--- config.mk ---
export PLATFORM = sky130hd
export DESIGN_NAME = line_pixel_generator_core
export DESIGN_NICKNAME = d
export VERILOG_FILES = /design/src/design/lpg_pkg.sv /design/src/design/lpg_front.sv /design/src/design/lpg_queue.sv /design/src/design/lpg_back.sv /design/src/design/line_pixel_generator_core.sv
export SDC_FILE = /design/constraint.sdc
export NUM_CORES = 1
export LEC_CHECK = 0
export BUFFER_PORTS_ARGS = -buffer_cell sky130_fd_sc_hd__buf_2
export CAP_MARGIN = 20
export CORE_MARGIN = 2
export CORE_UTILIZATION = 59
export CTS_CLUSTER_DIAMETER = 120
export DETAILED_ROUTE_END_ITERATION = 8
export PLACE_DENSITY = 0.78
export SYNTH_ARGS = -nofsm -noshare
export SYNTH_HDL_FRONTEND = slang
export SYNTH_SLANG_ARGS = --single-unit
export TNS_END_PERCENT = 100
--- constraint.sdc ---
create_clock -name clk -period 5 [get_ports clk]
set_input_delay 0.25 -clock clk [delete_from_list [all_inputs] [get_ports clk]]
set_output_delay 0.25 -clock clk [all_outputs]
set_load 0.01 [all_outputs]
--- src/design/lpg_pkg.sv ---
// Shared types and constants for the line pixel generator.
// Used by every module of the block; depends on nothing else.
`default_nettype none

package lpg_pkg;

	// Coordinate width and the widths derived from it.
	localparam int COORD_BITS = 11;
	localparam int ERR_BITS   = COORD_BITS + 2;
	localparam int STEP_BITS  = COORD_BITS + 1;
	localparam int COLOR_BITS = 16;

	// Command codes.
	localparam logic CMD_LOAD = 1'b0;
	localparam logic CMD_STEP = 1'b1;

	// Step direction codes.
	localparam logic [1:0] DIR_NONE  = 2'd0;
	localparam logic [1:0] DIR_PLUS  = 2'd1;
	localparam logic [1:0] DIR_MINUS = 2'd3;

	// Command beat as it arrives at the block.
	typedef struct packed {
		logic                  cmd;
		logic [COORD_BITS-1:0] x_start;
		logic [COORD_BITS-1:0] y_start;
		logic [COORD_BITS-1:0] x_end;
		logic [COORD_BITS-1:0] y_end;
		logic [COLOR_BITS-1:0] line_color;
	} cmd_item_t;

	// Pixel beat as it leaves the block.
	typedef struct packed {
		logic [COORD_BITS-1:0] pixel_x;
		logic [COORD_BITS-1:0] pixel_y;
		logic [COLOR_BITS-1:0] pixel_color;
		logic                  pixel_valid;
		logic                  last_pixel;
	} pix_item_t;

	// Classified command as held in the queue between front and back.
	typedef struct packed {
		logic                  cmd;
		logic [COORD_BITS-1:0] x_start;
		logic [COORD_BITS-1:0] y_start;
		logic [1:0]            dir_col;
		logic [1:0]            dir_row;
		logic [COORD_BITS-1:0] abs_dx;
		logic [COORD_BITS-1:0] abs_dy;
		logic [COORD_BITS-1:0] major_len;
		logic [COLOR_BITS-1:0] line_color;
	} cls_item_t;

endpackage

`default_nettype wire

--- src/design/lpg_front.sv ---
// Front part: classifies each command beat and works out the line setup.
// Depends on lpg_pkg.
`default_nettype none

module lpg_front (
	input  wire lpg_pkg::cmd_item_t cmd_item,
	input  wire                     cmd_valid,
	output logic                    cmd_stall,
	output lpg_pkg::cls_item_t      cls_item,
	output logic                    cls_valid,
	input  wire                     cls_stall
);

	// Handshake passes straight to the queue; the queue holds the state.
	assign cls_valid = cmd_valid;
	assign cmd_stall = cls_stall;

	// Directions, absolute deltas and the major-axis distance.
	always_comb begin
		cls_item.cmd        = cmd_item.cmd;
		cls_item.x_start    = cmd_item.x_start;
		cls_item.y_start    = cmd_item.y_start;
		cls_item.line_color = cmd_item.line_color;
		if (cmd_item.x_end > cmd_item.x_start) begin
			cls_item.dir_col = lpg_pkg::DIR_PLUS;
			cls_item.abs_dx  = cmd_item.x_end - cmd_item.x_start;
		end else if (cmd_item.x_end == cmd_item.x_start) begin
			cls_item.dir_col = lpg_pkg::DIR_NONE;
			cls_item.abs_dx  = '0;
		end else begin
			cls_item.dir_col = lpg_pkg::DIR_MINUS;
			cls_item.abs_dx  = cmd_item.x_start - cmd_item.x_end;
		end
		if (cmd_item.y_end > cmd_item.y_start) begin
			cls_item.dir_row = lpg_pkg::DIR_PLUS;
			cls_item.abs_dy  = cmd_item.y_end - cmd_item.y_start;
		end else if (cmd_item.y_end == cmd_item.y_start) begin
			cls_item.dir_row = lpg_pkg::DIR_NONE;
			cls_item.abs_dy  = '0;
		end else begin
			cls_item.dir_row = lpg_pkg::DIR_MINUS;
			cls_item.abs_dy  = cmd_item.y_start - cmd_item.y_end;
		end
		cls_item.major_len = (cls_item.abs_dx > cls_item.abs_dy) ?
			cls_item.abs_dx : cls_item.abs_dy;
	end

endmodule

`default_nettype wire

--- src/design/lpg_queue.sv ---
// Two-entry queue of classified commands between the front and back parts.
// Depends on lpg_pkg.
`default_nettype none

module lpg_queue (
	input  wire                     clk,
	input  wire                     arst_n,
	input  wire lpg_pkg::cls_item_t wr_item,
	input  wire                     wr_valid,
	output logic                    wr_stall,
	output lpg_pkg::cls_item_t      rd_item,
	output logic                    rd_valid,
	input  wire                     rd_stall
);

	lpg_pkg::cls_item_t entry_q [2];
	logic               wr_ptr_q;
	logic               rd_ptr_q;
	logic [1:0]         count_q;
	logic               push;
	logic               pop;

	// Handshake on both sides of the queue.
	assign wr_stall = (count_q == 2'd2);
	assign rd_valid = (count_q != 2'd0);
	assign push     = wr_valid && !wr_stall;
	assign pop      = rd_valid && !rd_stall;
	assign rd_item  = entry_q[rd_ptr_q];

	// Entry storage.
	always_ff @(posedge clk) begin
		if (push) begin
			entry_q[wr_ptr_q] <= wr_item;
		end
	end

	// Pointers and fill count.
	always_ff @(posedge clk or negedge arst_n) begin
		if (!arst_n) begin
			wr_ptr_q <= 1'b0;
			rd_ptr_q <= 1'b0;
			count_q  <= 2'd0;
		end else begin
			if (push) begin
				wr_ptr_q <= !wr_ptr_q;
			end
			if (pop) begin
				rd_ptr_q <= !rd_ptr_q;
			end
			if (push && !pop) begin
				count_q <= count_q + 2'd1;
			end else if (pop && !push) begin
				count_q <= count_q - 2'd1;
			end
		end
	end

	// The fill count never passes the depth.
	a_count_range: assert property (@(posedge clk) disable iff (!arst_n)
		count_q <= 2'd2)
		else $error("queue fill count beyond depth");

	// A lone write grows the count by one.
	a_count_push: assert property (@(posedge clk) disable iff (!arst_n)
		(push && !pop) |=> (count_q == $past(count_q) + 2'd1))
		else $error("queue count did not follow a write");

endmodule

`default_nettype wire

--- src/design/lpg_back.sv ---
// Back part: holds the line state, steps the error accumulators and
// drives the registered pixel output. Depends on lpg_pkg.
`default_nettype none

module lpg_back (
	input  wire                     clk,
	input  wire                     arst_n,
	input  wire lpg_pkg::cls_item_t cls_item,
	input  wire                     cls_valid,
	output logic                    cls_stall,
	output lpg_pkg::pix_item_t      pix_item,
	output logic                    pix_valid,
	input  wire                     pix_stall
);

	localparam int CB = lpg_pkg::COORD_BITS;
	localparam int EB = lpg_pkg::ERR_BITS;
	localparam int SB = lpg_pkg::STEP_BITS;

	// Line state.
	logic [CB-1:0]              cur_col_q, cur_row_q;
	logic [EB-1:0]              err_col_q, err_row_q;
	logic [CB-1:0]              abs_dx_q, abs_dy_q;
	logic [1:0]                 dir_col_q, dir_row_q;
	logic [CB-1:0]              major_len_q;
	logic [SB-1:0]              steps_left_q;
	logic [lpg_pkg::COLOR_BITS-1:0] held_color_q;
	logic                       active_q;

	// Next-state values.
	logic [CB-1:0]              cur_col_d, cur_row_d;
	logic [EB-1:0]              err_col_d, err_row_d;
	logic [CB-1:0]              abs_dx_d, abs_dy_d;
	logic [1:0]                 dir_col_d, dir_row_d;
	logic [CB-1:0]              major_len_d;
	logic [SB-1:0]              steps_left_d;
	logic [lpg_pkg::COLOR_BITS-1:0] held_color_d;
	logic                       active_d;
	logic [EB-1:0]              sum_col, sum_row;
	lpg_pkg::pix_item_t         pix_d;

	lpg_pkg::pix_item_t         pix_q;
	logic                       pix_valid_q;
	logic                       pop;

	// One coordinate step in the given direction, wrapping like an adder.
	function automatic logic [CB-1:0] move(input logic [CB-1:0] pos,
		input logic [1:0] dir);
		logic [CB-1:0] res;
		unique case (dir)
			lpg_pkg::DIR_PLUS:  res = pos + {{(CB-1){1'b0}}, 1'b1};
			lpg_pkg::DIR_MINUS: res = pos - {{(CB-1){1'b0}}, 1'b1};
			default:            res = pos;
		endcase
		return res;
	endfunction

	// Take a queued command whenever the output register is free or draining.
	assign pop       = cls_valid && (!pix_valid_q || !pix_stall);
	assign cls_stall = !(!pix_valid_q || !pix_stall);
	assign pix_item  = pix_q;
	assign pix_valid = pix_valid_q;

	// Error accumulation for a step from the current line state.
	assign sum_col = err_col_q + {2'b00, abs_dx_q};
	assign sum_row = err_row_q + {2'b00, abs_dy_q};

	// Command execution: load, step, or step with no line in progress.
	always_comb begin
		cur_col_d    = cur_col_q;
		cur_row_d    = cur_row_q;
		err_col_d    = err_col_q;
		err_row_d    = err_row_q;
		abs_dx_d     = abs_dx_q;
		abs_dy_d     = abs_dy_q;
		dir_col_d    = dir_col_q;
		dir_row_d    = dir_row_q;
		major_len_d  = major_len_q;
		steps_left_d = steps_left_q;
		held_color_d = held_color_q;
		active_d     = active_q;
		pix_d        = '0;
		if (cls_item.cmd == lpg_pkg::CMD_LOAD) begin
			// First advance from a zero error never moves the point.
			cur_col_d    = cls_item.x_start;
			cur_row_d    = cls_item.y_start;
			err_col_d    = {2'b00, cls_item.abs_dx};
			err_row_d    = {2'b00, cls_item.abs_dy};
			abs_dx_d     = cls_item.abs_dx;
			abs_dy_d     = cls_item.abs_dy;
			dir_col_d    = cls_item.dir_col;
			dir_row_d    = cls_item.dir_row;
			major_len_d  = cls_item.major_len;
			steps_left_d = {1'b0, cls_item.major_len} + {{(SB-1){1'b0}}, 1'b1};
			held_color_d = cls_item.line_color;
			active_d     = 1'b1;
			pix_d.pixel_x     = cls_item.x_start;
			pix_d.pixel_y     = cls_item.y_start;
			pix_d.pixel_color = cls_item.line_color;
			pix_d.pixel_valid = 1'b1;
			pix_d.last_pixel  = 1'b0;
		end else if (active_q) begin
			pix_d.pixel_x     = cur_col_q;
			pix_d.pixel_y     = cur_row_q;
			pix_d.pixel_color = held_color_q;
			pix_d.pixel_valid = 1'b1;
			pix_d.last_pixel  = (steps_left_q <= {{(SB-1){1'b0}}, 1'b1});
			if (pix_d.last_pixel) begin
				steps_left_d = '0;
				active_d     = 1'b0;
			end else begin
				steps_left_d = steps_left_q - {{(SB-1){1'b0}}, 1'b1};
			end
			err_col_d = sum_col;
			err_row_d = sum_row;
			if (sum_col > {2'b00, major_len_q}) begin
				err_col_d = sum_col - {2'b00, major_len_q};
				cur_col_d = move(cur_col_q, dir_col_q);
			end
			if (sum_row > {2'b00, major_len_q}) begin
				err_row_d = sum_row - {2'b00, major_len_q};
				cur_row_d = move(cur_row_q, dir_row_q);
			end
		end
	end

	// Line state registers.
	always_ff @(posedge clk or negedge arst_n) begin
		if (!arst_n) begin
			cur_col_q    <= '0;
			cur_row_q    <= '0;
			err_col_q    <= '0;
			err_row_q    <= '0;
			abs_dx_q     <= '0;
			abs_dy_q     <= '0;
			dir_col_q    <= lpg_pkg::DIR_NONE;
			dir_row_q    <= lpg_pkg::DIR_NONE;
			major_len_q  <= '0;
			steps_left_q <= '0;
			held_color_q <= '0;
			active_q     <= 1'b0;
		end else if (pop) begin
			cur_col_q    <= cur_col_d;
			cur_row_q    <= cur_row_d;
			err_col_q    <= err_col_d;
			err_row_q    <= err_row_d;
			abs_dx_q     <= abs_dx_d;
			abs_dy_q     <= abs_dy_d;
			dir_col_q    <= dir_col_d;
			dir_row_q    <= dir_row_d;
			major_len_q  <= major_len_d;
			steps_left_q <= steps_left_d;
			held_color_q <= held_color_d;
			active_q     <= active_d;
		end
	end

	// Output register valid.
	always_ff @(posedge clk or negedge arst_n) begin
		if (!arst_n) begin
			pix_valid_q <= 1'b0;
		end else if (pop) begin
			pix_valid_q <= 1'b1;
		end else if (!pix_stall) begin
			pix_valid_q <= 1'b0;
		end
	end

	// Output register payload.
	always_ff @(posedge clk) begin
		if (pop) begin
			pix_q <= pix_d;
		end
	end

	// A line in progress always has pixels left to give.
	a_active_steps: assert property (@(posedge clk) disable iff (!arst_n)
		active_q |-> (steps_left_q != '0))
		else $error("active line with no steps left");

	// The error accumulators stay within the major distance during a line.
	a_err_bound: assert property (@(posedge clk) disable iff (!arst_n)
		active_q |-> (err_col_q <= {2'b00, major_len_q} &&
			err_row_q <= {2'b00, major_len_q}))
		else $error("error accumulator beyond major distance");

	// The last-pixel mark only comes with a real pixel.
	a_last_valid: assert property (@(posedge clk) disable iff (!arst_n)
		(pix_valid_q && pix_q.last_pixel) |-> pix_q.pixel_valid)
		else $error("last pixel marked on an idle result");

endmodule

`default_nettype wire

--- src/design/line_pixel_generator_core.sv ---
// Top level of the line pixel generator: front classifier, queue, back stepper.
// Depends on lpg_pkg, lpg_front, lpg_queue and lpg_back.
//
// Each command beat gives exactly one pixel beat. A load command sets up a
// Bresenham line and returns its start pixel; each step command returns the
// next pixel, with last_pixel on the final one (a line gives distance + 2
// pixels and the start pixel appears twice). A step with no line in progress
// returns an all-zero beat with pixel_valid low. The block sustains one
// command per cycle while the pixel side does not stall: the front classifies a
// command and writes it to a two-entry queue in the cycle it is accepted, and the
// back executes one queued command per cycle into the output register, so a pixel
// is registered in a queue entry and then in the output register. The combinational
// error add, compare and subtract in the back part sets that rate.
`default_nettype none

module line_pixel_generator_core (
	input  wire                     clk,
	input  wire                     arst_n,
	input  wire lpg_pkg::cmd_item_t cmd_item,
	input  wire                     cmd_valid,
	output logic                    cmd_stall,
	output lpg_pkg::pix_item_t      pix_item,
	output logic                    pix_valid,
	input  wire                     pix_stall
);

	lpg_pkg::cls_item_t front_item;
	logic               front_valid;
	logic               front_stall;
	lpg_pkg::cls_item_t queue_item;
	logic               queue_valid;
	logic               queue_stall;

	lpg_front u_front (
		.cmd_item  (cmd_item),
		.cmd_valid (cmd_valid),
		.cmd_stall (cmd_stall),
		.cls_item  (front_item),
		.cls_valid (front_valid),
		.cls_stall (front_stall)
	);

	lpg_queue u_queue (
		.clk      (clk),
		.arst_n   (arst_n),
		.wr_item  (front_item),
		.wr_valid (front_valid),
		.wr_stall (front_stall),
		.rd_item  (queue_item),
		.rd_valid (queue_valid),
		.rd_stall (queue_stall)
	);

	lpg_back u_back (
		.clk       (clk),
		.arst_n    (arst_n),
		.cls_item  (queue_item),
		.cls_valid (queue_valid),
		.cls_stall (queue_stall),
		.pix_item  (pix_item),
		.pix_valid (pix_valid),
		.pix_stall (pix_stall)
	);

endmodule

`default_nettype wire

==> impl_metrics.yaml, run 1 <==
global_route:
  grt-busiest-layer: "met2"
  antenna_found_initial: 0
  use_met2: 0.468
  use_met1: 0.377
  grt_use_met3: 0.0368
  grt.total_usage: 0.275
  grt_pass1_vias: 12800
  grt_max_degree: 71
  overflow: 0
  grt_pass1_wl_mm: 67.4
setup_path:
  crit_path_cell_trace: "dlygate4sd3_1 > buf_2 > ha_1 > a21oi_1 > o21ai_1 > a21o_1 > o41a_1 > buf_4 > mux2i_1 > a221oi_1 > xor2_1 > or2_2 > ha_1 > nand4_1 > a221oi_1 > a211oi_1 > nor2_1 > buf_4 > mux2_2"
  start_kind: "primary input"
  worstPathArrival_ns: 5.05
  crit_fanout: 8
  crit_end: "u_queue.entry_q[0][25]$_DFFE_PP_"
  path_class: "primary input to flip-flop"
  startpoint: "cmd_item[40]"
  crit_family: "compound AO/OA/AOI/OAI gates"
  worst-path-stages: 19
  critPathRequiredTime_ns: 5.30
  r2r_slack_ns: 0.27
  r2r_cells: 15
  rr_startpoint: "u_back.abs_dx_q[0]$_DFFE_PN0P_"
  critPathCaptureType: "flip-flop"
  cpPeakStageDelay_ns: 0.55
  worstReg2RegEnd: "u_back.cur_col_q[3]$_DFFE_PN0P_"
  worst-path-buf-inv: 4
  slowest_stage: "dlygate4sd3_1"
synth:
  netlist_area_um2: 17600
  synthFlopType: "edfxtp_1"
  synth_top_area_frac: 0.328
  synth_edf_count: 192
  ys_seq_elements: 311
  avgSynthCellArea_um2: 10.7
  yosysTopAreaCell: "edfxtp_1"
  syn_inst: 1640
  synthesis.nets: 1834
  async_flop_share: 0.383
  synth.distinct_cells: 71
  yosysSeqAreaShare: 0.497
  yosys_warnings: 0
  yosys-top-cells-area: "edfxtp_1, dfrtp_1, ha_1"
placed_design:
  numPortBuffers: 106
  gp_congestion: 0.915
  place_hpwl_mm: 30.9
  placed_area_um2: 18700
pwr:
  powerDensity_nw_per_um2: 793
  ir_worst_vdd_mv: 0.442
  p_leak_nw: 8.95
floorplan:
  start_util: 0.596
  rows: 63
  die_w_um: 177
  die_area_um2: 31200
  die_height_um: 177
  core-area_um2: 29500
  io_pins: 107
routing:
  wire_per_inst_um: 19.1
  final_antenna_net_count: 0
  wl_mm: 42.5
  drc_errors: 0
  firstDrtPassIters: 5
  vias: 13100
  drtIter0Drc: 1113
  via_per_inst: 5.92
timing:
  min_period_over_period: 0.949
  tns_ns: 0
  tightest_slew_ns: 1.08
  hold_violations: 0
  post-route-min-period_ns: 4.75
  finalMaxSlewViolations: 0
  rsz0062_at_grt: "false"
  slew_headroom: 0.280
  fmax_mhz: 211
  hold_slack_ns: 0.0355
  finClkSkew_ns: 0.0156
  setup_viol: 0
clock_network:
  htreeDepth: 1
  cts_tree: "done"
  clk_latency_ns: 0.57
  numCtsBuffers: 30
  root_buffer: "clkbuf_16"
  clkTransAtPathRegs_ns: 0.06
  cts_buffer_depth: 3
  cts.sinks: 311
cells_and_area:
  mostFrequentLayoutCells: "edfxtp_1, o21ai_0, nand2_1"
  utilization: 0.683
  fin_area_um2: 20100
  diodes: 0
  layout_commonest_cell: "edfxtp_1"
  syn_to_final_growth_pct: 14.6
  drive_gt1_frac: 0.129
  nets: 2001
hold_path:
  min_from: "cmd_item[39]"
  min_path_type: "primary input to flip-flop"
flow_run:
  max_cap_violations: 0
outcome:
  status: "complete, no violations"
kinds of logic (layout without fill, tap and decap cells):
logic type               Yosys count  in the layout  synth area share
AO/OA/AOI/OAI                    429            429             0.151
XOR/XNOR                          74             74            0.0369
adder cells (fa/ha/maj)          129            129            0.0961
buffers and inverters            172            363            0.0383
flip-flops                       311            311             0.497
multiplexers                     137            137            0.0794
AND/OR/NAND/NOR                  388            388             0.101
metrics by stage:
step / setup slack, ns / cells / total power [mW]
6_report: 0.253 / 2221 / 16.0
2_1_floorplan: 0.470 / 1640 / 11.2
4_1_cts: 0.193 / 2218 / 15.9
5_1_grt: 0.00240 / 2221 / 17.2
3_5_place_dp: 0.153 / 2122 / 13.6
3_3_place_gp: 0.255 / 2122 / 13.3
worst min-delay path by stage:
| stage | end | slack (ns) | depth (start not counted) |
|---|---|---|---|
| after detailed placement | u_back.abs_dx_q[9]$_DFFE_PN0P_ | 0.44 | 1 |
| final | u_queue.entry_q[1][54]$_DFFE_PP_ | 0.04 | 1 |
| after floorplan | u_back.abs_dx_q[0]$_DFFE_PN0P_ | -0.05 | 0 |
| after global placement | u_back.abs_dx_q[9]$_DFFE_PN0P_ | 0.43 | 1 |
| after CTS | u_queue.entry_q[1][54]$_DFFE_PP_ | 0.007 | 1 |
| after global routing | u_queue.entry_q[1][54]$_DFFE_PP_ | 0.02 | 1 |
flip-flops by register name, indices dropped and copies added, names as in the netlist, 11 cells and up:
name	flops
u_back.cur_col_q	11
u_back.pix_item	40
u_queue.entry_q	152
u_back.abs_dy_q	11
u_back.steps_left_q	12
u_back.err_col_q	13
u_back.cur_row_q	11
u_back.held_color_q	16
u_back.major_len_q	11
u_back.err_row_q	13
u_back.abs_dx_q	11
per-layer routing:
| layer | vias to the layer above | share of wire |
|---|---|---|
| met3 | 60 | 0.064 |
| li1 | 6303 | - |
| met4 | 0 | 0.019 |
| met5 | - | 0 |
| met1 | 6330 | 0.43 |
| met2 | 447 | 0.49 |
final cells by class:
type	count	area, um^2
sequential	311	8750
clock buffer	48	900
clock inverter	8	76.3
tap	390	488
timing repair buffer	196	1310
inverter	111	417
multi-input combinational	1157	8200
fill	2196	9350
cells in the mapped netlist, types with 10 or more instances:
master / n
a211oi_1: 16
a21oi_1: 111
clkbuf_1: 42
ha_1: 119
nand3_1: 33
nor3_1: 30
xor2_1: 27
xnor2_1: 47
a31oi_1: 11
nor2b_1: 14
inv_1: 110
nor2_1: 118
edfxtp_1: 192
o22ai_1: 12
fa_1: 10
dfrtp_1: 119
o21ai_0: 142
or3_1: 11
nand4_1: 13
a21o_1: 53
mux2_2: 15
nand2_1: 122
mux2i_1: 121
repair_timing:
item | 4_1_cts | 5_1_grt
resized for setup | 0 | 6
buffers inserted | 0 | 3
endpoints found under the hold margin | 145 | 0
endpoints found under the setup margin | 0 | 30
hold buffers | 40 | 0
power breakdown:
group	internal (mW)	total, mW	switching, mW
combinational	3.86	9.30	5.44
clock	1.28	2.22	0.937
sequential	3.91	4.45	0.536
No activity file was read; power rests on OpenSTA's default activity.
==> run 2: changes to the inputs <==
==> constraint.sdc (replaced) <==
create_clock -name clk -period 5 [get_ports clk]
set_input_delay 0.75 -clock clk [delete_from_list [all_inputs] [get_ports clk]]
set_output_delay 0.75 -clock clk [all_outputs]
set_load 0.01 [all_outputs]
==> run 2 against run 1 <==
First-iteration DRC count grew 20%. Worst setup slack lost 0.0049 ns. Combinational power grew 2%. Largest power group unchanged. Register-to-register slack lost 0.02 ns. Flip-flop and latch count is the same. Non-clock buffer count shrank 12. Clock power grew 19%. Critical path depth shrank 4. Fmax shrank 0.10%. Die area is the same. Design area grew 0.34%. Clock skew grew 0.0042 ns.
==> impl_metrics.yaml, run 2 (synthesis results as in run 1) <==
placed_design:
  placed_area_um2: 19000
  gp_congestion: 0.915
  numPortBuffers: 106
  place_hpwl_mm: 31.3
setup_path:
  slowest_stage: "or3b_1"
  path_class: "flip-flop to flip-flop"
  worst-path-buf-inv: 1
  r2r_cells: 15
  startpoint: "u_back.abs_dx_q[0]$_DFFE_PN0P_"
  worst-path-stages: 15
  crit_end: "u_back.err_col_q[5]$_DFFE_PN0P_"
  rr_startpoint: "u_back.abs_dx_q[0]$_DFFE_PN0P_"
  worstReg2RegEnd: "u_back.err_col_q[5]$_DFFE_PN0P_"
  critPathRequiredTime_ns: 5.40
  crit_fanout: 11
  cpPeakStageDelay_ns: 0.47
  critPathCaptureType: "flip-flop"
  crit_family: "compound AO/OA/AOI/OAI gates"
  worstPathArrival_ns: 5.15
  start_kind: "flip-flop"
  crit_path_cell_trace: "ha_1 > fa_1 > a211oi_2 > o21ai_0 > a31o_2 > xor2_1 > ha_1 > or3_1 > o32ai_2 > o21ai_0 > o41a_1 > or3b_1 > buf_4 > or3_1 > a32o_1"
  r2r_slack_ns: 0.25
clock_network:
  cts.sinks: 311
  root_buffer: "clkbuf_16"
  cts_tree: "done"
  cts_buffer_depth: 3
  clk_latency_ns: 0.53
  htreeDepth: 2
  clkTransAtPathRegs_ns: 0.06
  numCtsBuffers: 35
global_route:
  antenna_found_initial: 0
  grt_pass1_wl_mm: 68.5
  grt.total_usage: 0.281
  overflow: 0
  grt_max_degree: 111
  grt_pass1_vias: 13200
cells_and_area:
  syn_to_final_growth_pct: 15.0
  regMostFlops: "u_queue.entry_q"
  mostFrequentLayoutCells: "edfxtp_1, o21ai_0, nand2_1"
  largest_register_ffs: 152
  drive_gt1_frac: 0.151
  diodes: 0
  layout_commonest_cell: "edfxtp_1"
  nets: 1994
  fin_area_um2: 20200
routing:
  vias: 13400
  drtIter0Drc: 1338
  drc_errors: 0
  firstDrtPassIters: 5
  wl_mm: 43.5
  wire_per_inst_um: 19.6
  final_antenna_net_count: 0
  via_per_inst: 6.04
hold_path:
  min_path_type: "primary input to asynchronous set/reset pin"
floorplan:
  start_util: 0.596
  die_w_um: 177
  rows: 63
  core-area_um2: 29500
  io_pins: 107
  die_height_um: 177
  die_area_um2: 31200
timing:
  tightest_slew_ns: 1.11
  rsz0062_at_grt: "false"
  setup_viol: 0
  finClkSkew_ns: 0.0198
  slew_headroom: 0.261
  hold_violations: 0
  fmax_mhz: 210
  finalMaxSlewViolations: 0
  post-route-min-period_ns: 4.75
  min_period_over_period: 0.950
  tns_ns: 0
pwr:
  ir_worst_vdd_mv: 0.460
  power.internal_mw: 9.43
  swShare: 0.431
  seqPwrFrac: 0.268
  switching_power_mw: 7.13
  power_frac_comb: 0.573
  power_frac_clock: 0.160
  powerDensity_nw_per_um2: 820
  p_leak_nw: 9.03
flow_run:
  max_cap_violations: 0
outcome:
  status: "complete, no violations"
-- run 2: cell types whose count changed in the layout (fill, tap and decap cells not counted), moves of 3 or more --
cell	delta
dlygate4sd3_1	-40
a211oi_1	-3
mux2i_1	+3
clkbuf_16	+6
buf_4	+27
clkbuf_1	-3
mux2i_2	-3
a211oi_2	+3
bufinv_16	+3
-- run 2: layout make-up --
type | count | area, um^2
fillers | 2171 | 9280
flip-flops and latches | 311 | 8750
multi-input cells | 1157 | 8220
repair buffers | 184 | 1130
clock buffers | 49 | 1010
well taps | 390 | 488
inverters | 111 | 417
clock inverters | 14 | 188
-- run 2: timing repair --
action,4_1_cts,5_1_grt
gates resized for setup,0,7
buffers inserted,0,2
endpoints found under the setup margin,0,46
hold buffers,0,0
-- run 2: power groups by stage --
stage                     Clock, mW  Sequential [mW]  Combinational (mW)
after floorplan                   0             4.40                6.82
after global placement            0             4.41                8.90
after detailed placement          0             4.46                9.19
after CTS                      2.67             4.42                9.27
after global routing           2.77             4.52                10.4
final                          2.64             4.43                9.48
-- run 2: how the worst min path moves through the flow --
stage	startpoint	end	slack, ns
6_report	arst_n	u_back.abs_dx_q[4]$_DFFE_PN0P_	0.31
5_1_grt	arst_n	u_back.abs_dx_q[10]$_DFFE_PN0P_	0.37
4_1_cts	arst_n	u_back.major_len_q[9]$_DFFE_PN0P_	0.33
3_5_place_dp	u_back.major_len_q[2]$_DFFE_PN0P_	u_back.major_len_q[2]$_DFFE_PN0P_	0.47
3_3_place_gp	u_back.major_len_q[2]$_DFFE_PN0P_	u_back.major_len_q[2]$_DFFE_PN0P_	0.46
2_1_floorplan	arst_n	u_back.abs_dx_q[0]$_DFFE_PN0P_	0.45
-- run 2: metal layers --
layer	track usage	routed length, um
met5	0	0
met4	0.104	1570
met3	0.0416	3060
met2	0.457	20500
met1	0.384	18400
-- run 2: metrics by stage --
step	cells	hold WS, ns	worst slack (ns)	utilization	power [mW]
global placement	2151	0.461	-0.0416	0.643	13.3
global route	2216	0.373	0.0322	0.685	17.7
finish	2216	0.313	0.248	0.685	16.6
floorplan	1640	0.450	0.108	-	11.2
CTS	2214	0.329	0.0144	0.684	16.4
detailed placement	2151	0.470	-0.143	0.643	13.6
